==> config.mk <==
export PLATFORM = sky130hd
export DESIGN_NAME = frame_hit_peak_detector
export DESIGN_NICKNAME = d
export VERILOG_FILES = /design/src/design/fhpd_pkg.sv /design/src/design/fhpd_cfg.sv /design/src/design/fhpd_track.sv /design/src/design/frame_hit_peak_detector.sv
export SDC_FILE = /design/constraint.sdc
export NUM_CORES = 1
export LEC_CHECK = 0
export ABC_AREA = 0
export BUFFER_PORTS_ARGS = -buffer_cell sky130_fd_sc_hd__clkbuf_2
export CAP_MARGIN = 0
export CORE_MARGIN = 1
export CORE_UTILIZATION = 40
export CTS_CLUSTER_SIZE = 30
export DETAILED_ROUTE_END_ITERATION = 8
export PLACE_DENSITY_LB_ADDON = 0.08
export SETUP_SLACK_MARGIN = 0.05
export SYNTH_ARGS = -nofsm -noshare
export SYNTH_HDL_FRONTEND = slang
export SYNTH_HIERARCHICAL = 1
export SYNTH_SLANG_ARGS = --single-unit
==> constraint.sdc <==
create_clock -name clk_i -period 15.9 [get_ports clk_i]
set_clock_uncertainty 0.1 [all_clocks]
set_input_delay 2.385 -clock clk_i [delete_from_list [all_inputs] [get_ports clk_i]]
set_output_delay 2.385 -clock clk_i [all_outputs]
set_load 0.1 [all_outputs]
==> src/design/fhpd_pkg.sv <==
// Shared types and constants for the frame hit peak detector.
`default_nettype none

package fhpd_pkg;

  // Configuration port geometry.
  localparam int unsigned CFG_INDEX_BITS = 2;
  localparam int unsigned CFG_DATA_BITS  = 13;

  // Register indexes on the configuration port.
  localparam logic [CFG_INDEX_BITS-1:0] CFG_DETECT_THRESHOLD = 2'd0;
  localparam logic [CFG_INDEX_BITS-1:0] CFG_FRAME_WIDTH      = 2'd1;
  localparam logic [CFG_INDEX_BITS-1:0] CFG_FRAME_HEIGHT     = 2'd2;

  // Field widths.
  localparam int unsigned LEVEL_BITS  = 8;
  localparam int unsigned COORD_BITS  = 12;
  localparam int unsigned REPORT_BITS = 32;

  // Register values after reset.
  localparam logic [LEVEL_BITS-1:0] RESET_THRESHOLD = 8'd200;
  localparam int unsigned RESET_WIDTH  = 640;
  localparam int unsigned RESET_HEIGHT = 480;

  // One result item, as delivered at the end of a frame.
  typedef struct packed {
    logic                   hit_found;
    logic [COORD_BITS-1:0]  hit_x;
    logic [COORD_BITS-1:0]  hit_y;
    logic [LEVEL_BITS-1:0]  hit_level;
    logic [REPORT_BITS-1:0] frame_number;
    logic [REPORT_BITS-1:0] hit_index;
  } result_t;

endpackage

`default_nettype wire

==> src/design/fhpd_cfg.sv <==
// Configuration registers; frame sizes are stored as clamped last positions.
`default_nettype none

module fhpd_cfg #(
  parameter int unsigned MAX_SIDE  = 4096,
  parameter int unsigned SIDE_BITS = 12
) (
  input  wire logic                                   clk_i,
  input  wire logic                                   rst_ni,
  input  wire logic                                   cfg_we_i,
  input  wire logic [fhpd_pkg::CFG_INDEX_BITS-1:0]    cfg_index_i,
  input  wire logic [fhpd_pkg::CFG_DATA_BITS-1:0]     cfg_data_i,
  output logic      [fhpd_pkg::LEVEL_BITS-1:0]        threshold_o,
  output logic      [SIDE_BITS-1:0]                   last_col_o,
  output logic      [SIDE_BITS-1:0]                   last_row_o
);

  // Compare width that holds both a written size and MAX_SIDE itself.
  localparam int unsigned CmpBits = (SIDE_BITS + 1 > fhpd_pkg::CFG_DATA_BITS) ?
                                    SIDE_BITS + 1 : fhpd_pkg::CFG_DATA_BITS;
  localparam int unsigned ResetLastCol =
    ((fhpd_pkg::RESET_WIDTH > MAX_SIDE) ? MAX_SIDE : fhpd_pkg::RESET_WIDTH) - 1;
  localparam int unsigned ResetLastRow =
    ((fhpd_pkg::RESET_HEIGHT > MAX_SIDE) ? MAX_SIDE : fhpd_pkg::RESET_HEIGHT) - 1;

  logic [fhpd_pkg::LEVEL_BITS-1:0] threshold_q, threshold_d;
  logic [SIDE_BITS-1:0]            last_col_q, last_col_d;
  logic [SIDE_BITS-1:0]            last_row_q, last_row_d;
  logic [CmpBits-1:0]              size_ext;
  logic [CmpBits-1:0]              size_last;

  // A size of zero counts as one, anything above MAX_SIDE as MAX_SIDE.
  always_comb begin
    size_ext = CmpBits'(cfg_data_i);
    if (size_ext == '0) begin
      size_last = '0;
    end else if (size_ext > CmpBits'(MAX_SIDE)) begin
      size_last = CmpBits'(MAX_SIDE - 1);
    end else begin
      size_last = size_ext - CmpBits'(1);
    end
  end

  // Register write decode; unknown indexes are ignored.
  always_comb begin
    threshold_d = threshold_q;
    last_col_d  = last_col_q;
    last_row_d  = last_row_q;
    if (cfg_we_i) begin
      case (cfg_index_i)
        fhpd_pkg::CFG_DETECT_THRESHOLD: threshold_d = cfg_data_i[fhpd_pkg::LEVEL_BITS-1:0];
        fhpd_pkg::CFG_FRAME_WIDTH:      last_col_d  = SIDE_BITS'(size_last);
        fhpd_pkg::CFG_FRAME_HEIGHT:     last_row_d  = SIDE_BITS'(size_last);
        default: begin
        end
      endcase
    end
  end

  always_ff @(posedge clk_i or negedge rst_ni) begin
    if (!rst_ni) begin
      threshold_q <= fhpd_pkg::RESET_THRESHOLD;
      last_col_q  <= SIDE_BITS'(ResetLastCol);
      last_row_q  <= SIDE_BITS'(ResetLastRow);
    end else begin
      threshold_q <= threshold_d;
      last_col_q  <= last_col_d;
      last_row_q  <= last_row_d;
    end
  end

  assign threshold_o = threshold_q;
  assign last_col_o  = last_col_q;
  assign last_row_o  = last_row_q;

endmodule

`default_nettype wire

==> src/design/fhpd_track.sv <==
// Raster position, per-frame peak tracker and the frame and hit counters.
`default_nettype none

module fhpd_track #(
  parameter int unsigned SIDE_BITS  = 12,
  parameter int unsigned COUNT_BITS = 32
) (
  input  wire logic                              clk_i,
  input  wire logic                              rst_ni,
  input  wire logic                              step_i,
  input  wire logic [fhpd_pkg::LEVEL_BITS-1:0]   level_i,
  input  wire logic [fhpd_pkg::LEVEL_BITS-1:0]   threshold_i,
  input  wire logic [SIDE_BITS-1:0]              last_col_i,
  input  wire logic [SIDE_BITS-1:0]              last_row_i,
  output logic                                   frame_end_o,
  output fhpd_pkg::result_t                      result_o
);

  logic [SIDE_BITS-1:0]            col_q, col_d;
  logic [SIDE_BITS-1:0]            row_q, row_d;
  logic [fhpd_pkg::LEVEL_BITS-1:0] best_level_q, best_level_d;
  logic [SIDE_BITS-1:0]            best_col_q, best_col_d;
  logic [SIDE_BITS-1:0]            best_row_q, best_row_d;
  logic                            seen_q, seen_d;
  logic [COUNT_BITS-1:0]           hits_q, hits_d;
  logic [COUNT_BITS-1:0]           frames_q, frames_d;

  logic                            take;
  logic                            row_end;
  logic                            frame_end;
  logic [fhpd_pkg::LEVEL_BITS-1:0] upd_level;
  logic [SIDE_BITS-1:0]            upd_col;
  logic [SIDE_BITS-1:0]            upd_row;
  logic                            upd_seen;

  // Peak update: ties go to the later pixel.
  assign take      = (level_i >= threshold_i) && (level_i >= best_level_q);
  assign upd_level = take ? level_i : best_level_q;
  assign upd_col   = take ? col_q   : best_col_q;
  assign upd_row   = take ? row_q   : best_row_q;
  assign upd_seen  = seen_q | take;

  // Row and frame ends; a counter past a shrunk size ends at once.
  assign row_end   = (col_q >= last_col_i);
  assign frame_end = row_end && (row_q >= last_row_i);

  // Result of the pixel under consideration, used only at a frame end.
  always_comb begin
    result_o.hit_found    = upd_seen;
    result_o.hit_x        = upd_seen ? fhpd_pkg::COORD_BITS'(upd_col) : '0;
    result_o.hit_y        = upd_seen ? fhpd_pkg::COORD_BITS'(upd_row) : '0;
    result_o.hit_level    = upd_seen ? upd_level : '0;
    result_o.frame_number = fhpd_pkg::REPORT_BITS'(frames_q);
    result_o.hit_index    = upd_seen ? fhpd_pkg::REPORT_BITS'(hits_q) : '0;
  end

  // Next state for one accepted pixel.
  always_comb begin
    col_d        = col_q;
    row_d        = row_q;
    best_level_d = best_level_q;
    best_col_d   = best_col_q;
    best_row_d   = best_row_q;
    seen_d       = seen_q;
    hits_d       = hits_q;
    frames_d     = frames_q;
    if (step_i) begin
      if (row_end) begin
        col_d = '0;
        row_d = frame_end ? '0 : row_q + SIDE_BITS'(1);
      end else begin
        col_d = col_q + SIDE_BITS'(1);
      end
      if (frame_end) begin
        best_level_d = '0;
        best_col_d   = '0;
        best_row_d   = '0;
        seen_d       = 1'b0;
        frames_d     = frames_q + COUNT_BITS'(1);
        if (upd_seen) begin
          hits_d = hits_q + COUNT_BITS'(1);
        end
      end else begin
        best_level_d = upd_level;
        best_col_d   = upd_col;
        best_row_d   = upd_row;
        seen_d       = upd_seen;
      end
    end
  end

  always_ff @(posedge clk_i or negedge rst_ni) begin
    if (!rst_ni) begin
      col_q        <= '0;
      row_q        <= '0;
      best_level_q <= '0;
      best_col_q   <= '0;
      best_row_q   <= '0;
      seen_q       <= 1'b0;
      hits_q       <= '0;
      frames_q     <= '0;
    end else begin
      col_q        <= col_d;
      row_q        <= row_d;
      best_level_q <= best_level_d;
      best_col_q   <= best_col_d;
      best_row_q   <= best_row_d;
      seen_q       <= seen_d;
      hits_q       <= hits_d;
      frames_q     <= frames_d;
    end
  end

  assign frame_end_o = frame_end;

endmodule

`default_nettype wire

==> src/design/frame_hit_peak_detector.sv <==
// Top level of the frame hit peak detector: input register, tracker and result register.
//
// Gray pixels arrive in raster order, one request per cycle, and pass through an
// input register into the peak tracker; the tracker updates its state in the same
// cycle. A result request is loaded into the output register at the edge at which the
// last pixel of a frame leaves the input register, and can be taken
// from the next edge on.
// Throughput is one pixel per clock; the only stall is a frame's last pixel meeting
// an output register whose previous result has not yet been taken. Configuration
// writes take effect on the next clock and should be made while no pixel is in flight.
`default_nettype none

module frame_hit_peak_detector #(
  parameter int unsigned MAX_SIDE   = 4096,
  parameter int unsigned COUNT_BITS = 32
) (
  input  wire logic                                 clk_i,
  input  wire logic                                 rst_ni,
  // Configuration write port
  input  wire logic                                 cfg_we_i,
  input  wire logic [fhpd_pkg::CFG_INDEX_BITS-1:0]  cfg_index_i,
  input  wire logic [fhpd_pkg::CFG_DATA_BITS-1:0]   cfg_data_i,
  // Pixel channel
  input  wire logic                                 pixel_valid_i,
  output logic                                      pixel_ready_o,
  input  wire logic [fhpd_pkg::LEVEL_BITS-1:0]      pixel_level_i,
  // Result channel
  output logic                                      result_valid_o,
  input  wire logic                                 result_ready_i,
  output logic                                      hit_found_o,
  output logic      [fhpd_pkg::COORD_BITS-1:0]      hit_x_o,
  output logic      [fhpd_pkg::COORD_BITS-1:0]      hit_y_o,
  output logic      [fhpd_pkg::LEVEL_BITS-1:0]      hit_level_o,
  output logic      [fhpd_pkg::REPORT_BITS-1:0]     frame_number_o,
  output logic      [fhpd_pkg::REPORT_BITS-1:0]     hit_index_o
);

  localparam int unsigned SideBits = $clog2(MAX_SIDE);

  logic [fhpd_pkg::LEVEL_BITS-1:0] threshold;
  logic [SideBits-1:0]             last_col;
  logic [SideBits-1:0]             last_row;
  logic                            frame_end;
  fhpd_pkg::result_t               track_result;

  logic                            in_valid_q, in_valid_d;
  logic [fhpd_pkg::LEVEL_BITS-1:0] in_level_q;
  logic                            res_valid_q, res_valid_d;
  fhpd_pkg::result_t               res_q;
  logic                            out_free;
  logic                            step;
  logic                            in_take;

  fhpd_cfg #(
    .MAX_SIDE  (MAX_SIDE),
    .SIDE_BITS (SideBits)
  ) u_cfg (
    .clk_i       (clk_i),
    .rst_ni      (rst_ni),
    .cfg_we_i    (cfg_we_i),
    .cfg_index_i (cfg_index_i),
    .cfg_data_i  (cfg_data_i),
    .threshold_o (threshold),
    .last_col_o  (last_col),
    .last_row_o  (last_row)
  );

  fhpd_track #(
    .SIDE_BITS  (SideBits),
    .COUNT_BITS (COUNT_BITS)
  ) u_track (
    .clk_i       (clk_i),
    .rst_ni      (rst_ni),
    .step_i      (step),
    .level_i     (in_level_q),
    .threshold_i (threshold),
    .last_col_i  (last_col),
    .last_row_i  (last_row),
    .frame_end_o (frame_end),
    .result_o    (track_result)
  );

  // The held pixel moves on unless it ends a frame and the result slot is busy.
  assign out_free      = !res_valid_q || result_ready_i;
  assign step          = in_valid_q && (!frame_end || out_free);
  assign pixel_ready_o = !in_valid_q || step;
  assign in_take       = pixel_valid_i && pixel_ready_o;

  // Input register.
  always_comb begin
    in_valid_d = in_valid_q;
    if (in_take) begin
      in_valid_d = 1'b1;
    end else if (step) begin
      in_valid_d = 1'b0;
    end
  end

  // Result register.
  always_comb begin
    res_valid_d = res_valid_q;
    if (step && frame_end) begin
      res_valid_d = 1'b1;
    end else if (result_ready_i) begin
      res_valid_d = 1'b0;
    end
  end

  always_ff @(posedge clk_i or negedge rst_ni) begin
    if (!rst_ni) begin
      in_valid_q  <= 1'b0;
      res_valid_q <= 1'b0;
    end else begin
      in_valid_q  <= in_valid_d;
      res_valid_q <= res_valid_d;
    end
  end

  // Payload registers carry no reset.
  always_ff @(posedge clk_i) begin
    if (in_take) begin
      in_level_q <= pixel_level_i;
    end
    if (step && frame_end) begin
      res_q <= track_result;
    end
  end

  assign result_valid_o = res_valid_q;
  assign hit_found_o    = res_q.hit_found;
  assign hit_x_o        = res_q.hit_x;
  assign hit_y_o        = res_q.hit_y;
  assign hit_level_o    = res_q.hit_level;
  assign frame_number_o = res_q.frame_number;
  assign hit_index_o    = res_q.hit_index;

endmodule

`default_nettype wire
==> Word level (Yosys, flattened, before mapping) <==
Cells that the tools add are included.
{ "totals": {"wordCells": 69, "ff_bits": 260, "output_inout_bits": 99, "in_bits": 28} }
{ "classes": {"muxes": 15, "add_sub_neg": 5, "bitwise_logic": 1, "reduce_logical": 21, "n_eq_ne": 2, "magnitude_cmp": 5} }
{ "op_table": {"columns": ["cell", "count"], "rows": [
  ["two-way mux 12 bit", 8],
  ["adder 32 x 1 -> 32 bit (second input constant)", 2],
  ["adder 12 x 1 -> 12 bit (second input constant)", 2],
  [">= comparator 12 bit", 2],
  [">= comparator 8 bit", 2],
  ["two-way mux 8 bit", 2],
  ["> comparator 13 bit (second input constant)", 1],
  ["zero test 13 bit", 1],
  ["subtractor 12 x 1 -> 12 bit (second input constant)", 1],
  ["AND reduction 2 bit", 5],
  ["logical AND 1 bit", 5],
  ["two-way mux 1 bit", 5],
  ["nonzero test 2 bit", 2],
  ["zero test 1 bit", 3],
  ["logical OR 1 bit", 3],
  ["AND reduction 3 bit", 1],
  ["== test 2 x 1 -> 1 bit (second input constant)", 1],
  ["== test 2 bit (second input constant)", 1],
  ["zero test 2 bit", 1],
  ["OR 1 bit", 1]
]} }

==> Logic depth before layout (Yosys ltp) <==
{ "logic_depth": {"ltp_word": 8, "mapped_depth": 17, "mapped_depth_nobuf": 14} }

==> Modules after synthesis <==
The synthesis kept the hierarchy.
{ "by_module_without_submodules": {"columns": ["module", "cells_each", "area_each_um2", "n_inst"], "rows": [
  ["fhpd_track", 850, 7898.8, 1],
  ["frame_hit_peak_detector", 115, 3270.6, 1],
  ["fhpd_cfg", 172, 1761.7, 1]
]} }

==> Worst setup path after synthesis <==
No wires, ideal clock.
{ "synth_timing": {"path_kind": "input-to-reg", "start": "in result_ready_i", "end": "reg res_q (netlist bit frame_number_o[0]), enable pin", "slack_ns": 8.619, "t_arrival_ns": 6.627, "stages": 2, "required_time_ns": 15.247, "path_cell_list": "and2b_1 -> nor2_1"} }
{ "synth_via": {"elab_chain_len": 4} }
{ "synth_lines": {"columns": ["item", "line", "text"], "rows": [
  ["from (decl)", "frame_hit_peak_detector.sv:29", "input wire logic result_ready_i,"],
  ["logical OR 1 bit", "frame_hit_peak_detector.sv:84", "assign out_free = !res_valid_q || result_ready_i;"],
  ["logical OR 1 bit", "frame_hit_peak_detector.sv:85", "assign step = in_valid_q && (!frame_end || out_free);"],
  ["logical AND 1 bit", "frame_hit_peak_detector.sv:85", null],
  ["logical AND 1 bit", "frame_hit_peak_detector.sv:124", "if (step && frame_end) begin"],
  ["to (signal assigned)", "frame_hit_peak_detector.sv:125", "res_q <= track_result;"],
  ["to (decl)", "frame_hit_peak_detector.sv:49", "fhpd_pkg::result_t res_q;"]
]} }
Every way passes these cells.
A chain may end at the register's enable or synchronous reset.

==> Worst setup path in the final report <==
{ "layout_timing": {"start": "reg u_cfg.last_col_q[9], in the netlist u_cfg/last_col_o[9]", "end": "out pixel_ready_o"} }
{ "layout_via": {"elab_chain_len": 6} }
{ "layout_lines": {"columns": ["item", "line", "text"], "rows": [
  ["from (decl)", "fhpd_cfg.sv:27", "logic [SIDE_BITS-1:0] last_col_q, last_col_d;"],
  ["from (signal assigned)", "fhpd_cfg.sv:63", "last_col_q <= SIDE_BITS'(ResetLastCol);"],
  ["from (signal assigned)", "fhpd_cfg.sv:67", "last_col_q <= last_col_d;"],
  [">= comparator 12 bit", "fhpd_track.sv:44", "assign row_end = (col_q >= last_col_i);"],
  ["logical AND 1 bit", "fhpd_track.sv:45", "assign frame_end = row_end && (row_q >= last_row_i);"],
  ["net frame_end", "frame_hit_peak_detector.sv:43", "logic frame_end;"],
  ["zero test 1 bit", "frame_hit_peak_detector.sv:85", null],
  ["logical OR 1 bit", "frame_hit_peak_detector.sv:85", null],
  ["logical AND 1 bit", "frame_hit_peak_detector.sv:85", null],
  ["logical OR 1 bit", "frame_hit_peak_detector.sv:86", "assign pixel_ready_o = !in_valid_q || step;"],
  ["to (decl)", "frame_hit_peak_detector.sv:25", "output logic pixel_ready_o,"]
]} }
The timed path passes the listed nets, and every way through them passes these cells.

==> impl_metrics.tcl <==
set metrics [dict create \
    status "complete, no violations" \
    dp_cells 1613 \
    cells_traversed_along_the_worst_timing_path "inv_1 -> ha_1 -> nand4_1 -> a211o_1 -> o32ai_2 -> nor4_4 -> nor2_1 -> nand4b_4 -> clkbuf_2" \
    vias 8956 \
    groute.usage.overall_pct 18.43 \
    min-delay-path-class "register to register" \
    startpoint_type "register" \
    synthFlopType "sky130_fd_sc_hd__dfrtp_1" \
    cts.clk_slew.worst_paths_ns 0.06 \
    worst-r2r-setup-slack_ns 11.34 \
    area_growth_pct 15.29 \
    die_x_um 181.8 \
    clock_latency_ns 0.55 \
    timing_hold_violations_final 0 \
    fp.dieH_um 181.8 \
    maxCapViolations 0 \
    initial_antenna_violation_count 0 \
    worst_min_path_start "u_cfg/last_col_o[1]" \
    final_cycle_utilization_of_the_critical_path_pct 36.47 \
    grt_first_pass_wirelength_um 49130 \
    setup_crit_end_kind "output pin" \
    path_buf_inv 2 \
    ys_warn_count 6 \
    syn_avg_cell_area_um2 11.37 \
    placeable_core_area_mm2 0.03172 \
    floorplan.initialDensity_pct 40.77 \
    cts_setup_buffers 0 \
    worst-path-stages 9 \
    number_of_buffers_inserted_by_hold_repair_at_cts 0 \
    startpoint_of_the_most_critical_register_to_register_path "u_cfg/last_col_o[9]" \
    detail_route.drc_violations 0 \
    grt_remaining_overflow 0 \
    post_layout_net_count 1316 \
    timing.final.crit_period_ns 5.799 \
    arrival_time_at_the_worst_endpoint_ns 3.31 \
    synth_cells 1137 \
    ctsResizeCount 0 \
    layout_commonest_cell "sky130_fd_sc_hd__dfrtp_1" \
    synth_cell_type_count 72 \
    buffer_ports.inserted 126 \
    share_of_post_route_cells_with_drive_strength_above_1_pct 22.21 \
    clock-root-buffer "sky130_fd_sc_hd__clkbuf_16" \
    ys_ff_latch 260 \
    timing.final.max_slew_violations 0 \
    ir_worst_vdd_mv 0.09235 \
    dp_hpwl_um 19640 \
    cts_max_path_buffers 3 \
    worstHoldPathCells 2 \
    timing.fmax_mhz 172.4 \
    dr.pass1.iters 6 \
    seq_area_frac_synth_pct 54.56 \
    cts_htree_levels 1 \
    worst-endpoint-required_ns 13.41 \
    synth_edf_count 105 \
    synthesis.nets 1211 \
    route.detailed.vias_per_inst 5.373 \
    number_of_clock_sinks 260 \
    rsz0062_at_grt "false" \
    layout.cells.non_filler 1667 \
    gp_congestion 0.8021 \
    worstReg2RegEnd "u_track/frames_q[1]" \
    routed_wl_um 29820 \
    die_area_mm2 0.03305 \
    largest_net_degree_at_the_start_of_global_routing 85 \
    cp_top_family "simple AND/OR/NAND/NOR gates" \
    post_synth_instance_area_mm2 0.01293 \
    drtAntennaViolNets 0 \
    via_count_of_the_first_global_routing_pass 8884 \
    timing.setup.critical_path_class "register to output pin" \
    dp_slack_ns 10.35 \
    critPathMaxStageDelay_ns 0.53 \
    hold_end "u_cfg/last_col_o[1]" \
    fin_tns_setup_ns 0 \
    cellPowerDensity_mw_per_mm2 150.3 \
    relSlewSlack_pct 28.25 \
    drt-wirelength-per-cell_um 17.89 \
    reg2reg_depth 14 \
    rows 65 \
    final_cell_mix "sky130_fd_sc_hd__dfrtp_1 (136), sky130_fd_sc_hd__clkbuf_2 (125), sky130_fd_sc_hd__inv_1 (109), sky130_fd_sc_hd__edfxtp_1 (105), sky130_fd_sc_hd__nand2_1 (86)" \
    report.final.setup_viol 0 \
    post-route-worst-setup-slack_ns 10.10 \
    max_slew.worst_pin.slew_ns 1.072 \
    i_o_pin_count 127 \
    critPathSlowestCell "sky130_fd_sc_hd__dfstp_2" \
    synthArstFlopShare_pct 59.62 \
    ant_diodes 0 \
    timing.critical_path.fanout_max 3 \
    cts_made_buffers 29 \
    detail_route.iter0.violations 783 \
    p_leak_nw 6.569 \
    cts_tree "built" \
]
-- state kept, by name, indices dropped and copies added, names as in the netlist --
name,flops
result_valid_o,1
u_track/seen_q,1
hit_index_o,32
u_cfg/threshold_o,8
u_track/col_q,12
hit_x_o,12
u_track/hits_q,32
u_cfg/last_col_o,12
u_cfg/last_row_o,12
hit_y_o,12
hit_found_o,1
hit_level_o,8
in_valid_q,1
u_track/best_col_q,12
frame_number_o,32
u_track/best_row_q,12
u_track/frames_q,32
in_level_q,8
u_track/row_q,12
u_track/best_level_q,8
-- per-stage QoR --
step	cell area [µm²]	total power, mW	utilization [%]	hold slack, ns
after detailed placement	13920	1.572	43.89	0.3593
after global placement	13920	1.563	43.89	0.3548
after CTS	14910	2.274	47.00	0.3683
after floorplan	12930	1.391	-	0.3370
final	14910	2.241	47.00	0.3647
after global routing	14910	2.380	47.00	0.3821
-- how the worst max path moves through the flow --
stage	from	endpoint	slack (ns)
after global routing	u_cfg/last_col_o[9]	pixel_ready_o	9.90
after CTS	u_cfg/last_col_o[9]	pixel_ready_o	10.04
final	u_cfg/last_col_o[9]	pixel_ready_o	10.10
after floorplan	result_ready_i	frame_number_o[0]	8.62
after detailed placement	result_ready_i	pixel_ready_o	10.35
after global placement	result_ready_i	pixel_ready_o	10.36
-- routing by layer --
layer	routed length, µm	track usage, %	vias to the layer above	share of wire (%)
li1	-	-	4400	-
met1	14460	27.17	4311	48
met2	13530	28.77	212	45
met3	1368	2.367	33	4.6
met4	461	4.237	0	1.5
met5	0	0	-	0
-- synthesized netlist by cell type, types with 35 or more instances --
cell type / instances / area, µm²
sky130_fd_sc_hd__inv_1: 109 / 409.1
sky130_fd_sc_hd__o221ai_1: 35 / 306.5
sky130_fd_sc_hd__nand3_1: 45 / 225.2
sky130_fd_sc_hd__o31ai_1: 45 / 337.8
sky130_fd_sc_hd__clkbuf_1: 38 / 142.6
sky130_fd_sc_hd__ha_1: 46 / 575.6
sky130_fd_sc_hd__edfxtp_1: 105 / 3153
sky130_fd_sc_hd__o211ai_1: 39 / 292.8
sky130_fd_sc_hd__dfrtp_1: 136 / 3403
sky130_fd_sc_hd__nand2_1: 86 / 322.8
sky130_fd_sc_hd__nor2_1: 45 / 168.9
sky130_fd_sc_hd__xor2_1: 58 / 508.0
sky130_fd_sc_hd__and3_1: 43 / 269.0
sky130_fd_sc_hd__nor4_2: 39 / 488.0
-- cell type report --
type | instances | area (µm²)
fillers | 2938 | 16810
flip-flops and latches | 260 | 7056
multi-input cells | 699 | 5196
repair buffers | 141 | 749.5
clock buffers | 34 | 744.5
well taps | 402 | 503.0
inverters | 111 | 416.7
clock inverters | 20 | 242.7
-- cells by family (layout without fill, tap and decap cells) --
| logic type | count (synthesis) | count (layout) | synth area share (%) |
|---|---|---|---|
| AOI/OAI and AO/OA | 207 | 207 | 12.23 |
| adders and majority gates | 48 | 48 | 4.606 |
| xor gates and xnor gates | 70 | 70 | 4.741 |
| DFF | 260 | 260 | 54.56 |
| and+or+nand+nor | 361 | 361 | 17.20 |
| buffers and inverters | 178 | 306 | 5.535 |
| muxes | 13 | 13 | 1.122 |
-- power breakdown --
group / internal, mW / switching [mW] / leakage [nW]
sequential: 0.823 / 0.0719 / 2.88
combinational: 0.193 / 0.463 / 3.22
clock: 0.417 / 0.274 / 0.472
-- worst reg2reg max path, delay by kind of cell, from the launching register on --
kind,cells,cell delay [ns]
muxes,1,0.36
AOI/OAI and AO/OA,4,0.90
and+or+nand+nor,4,0.89
DFF,1,0.53
adders and majority gates,1,0.29
buffers and inverters,4,1.39
No activity file was read; power rests on OpenSTA's default activity.
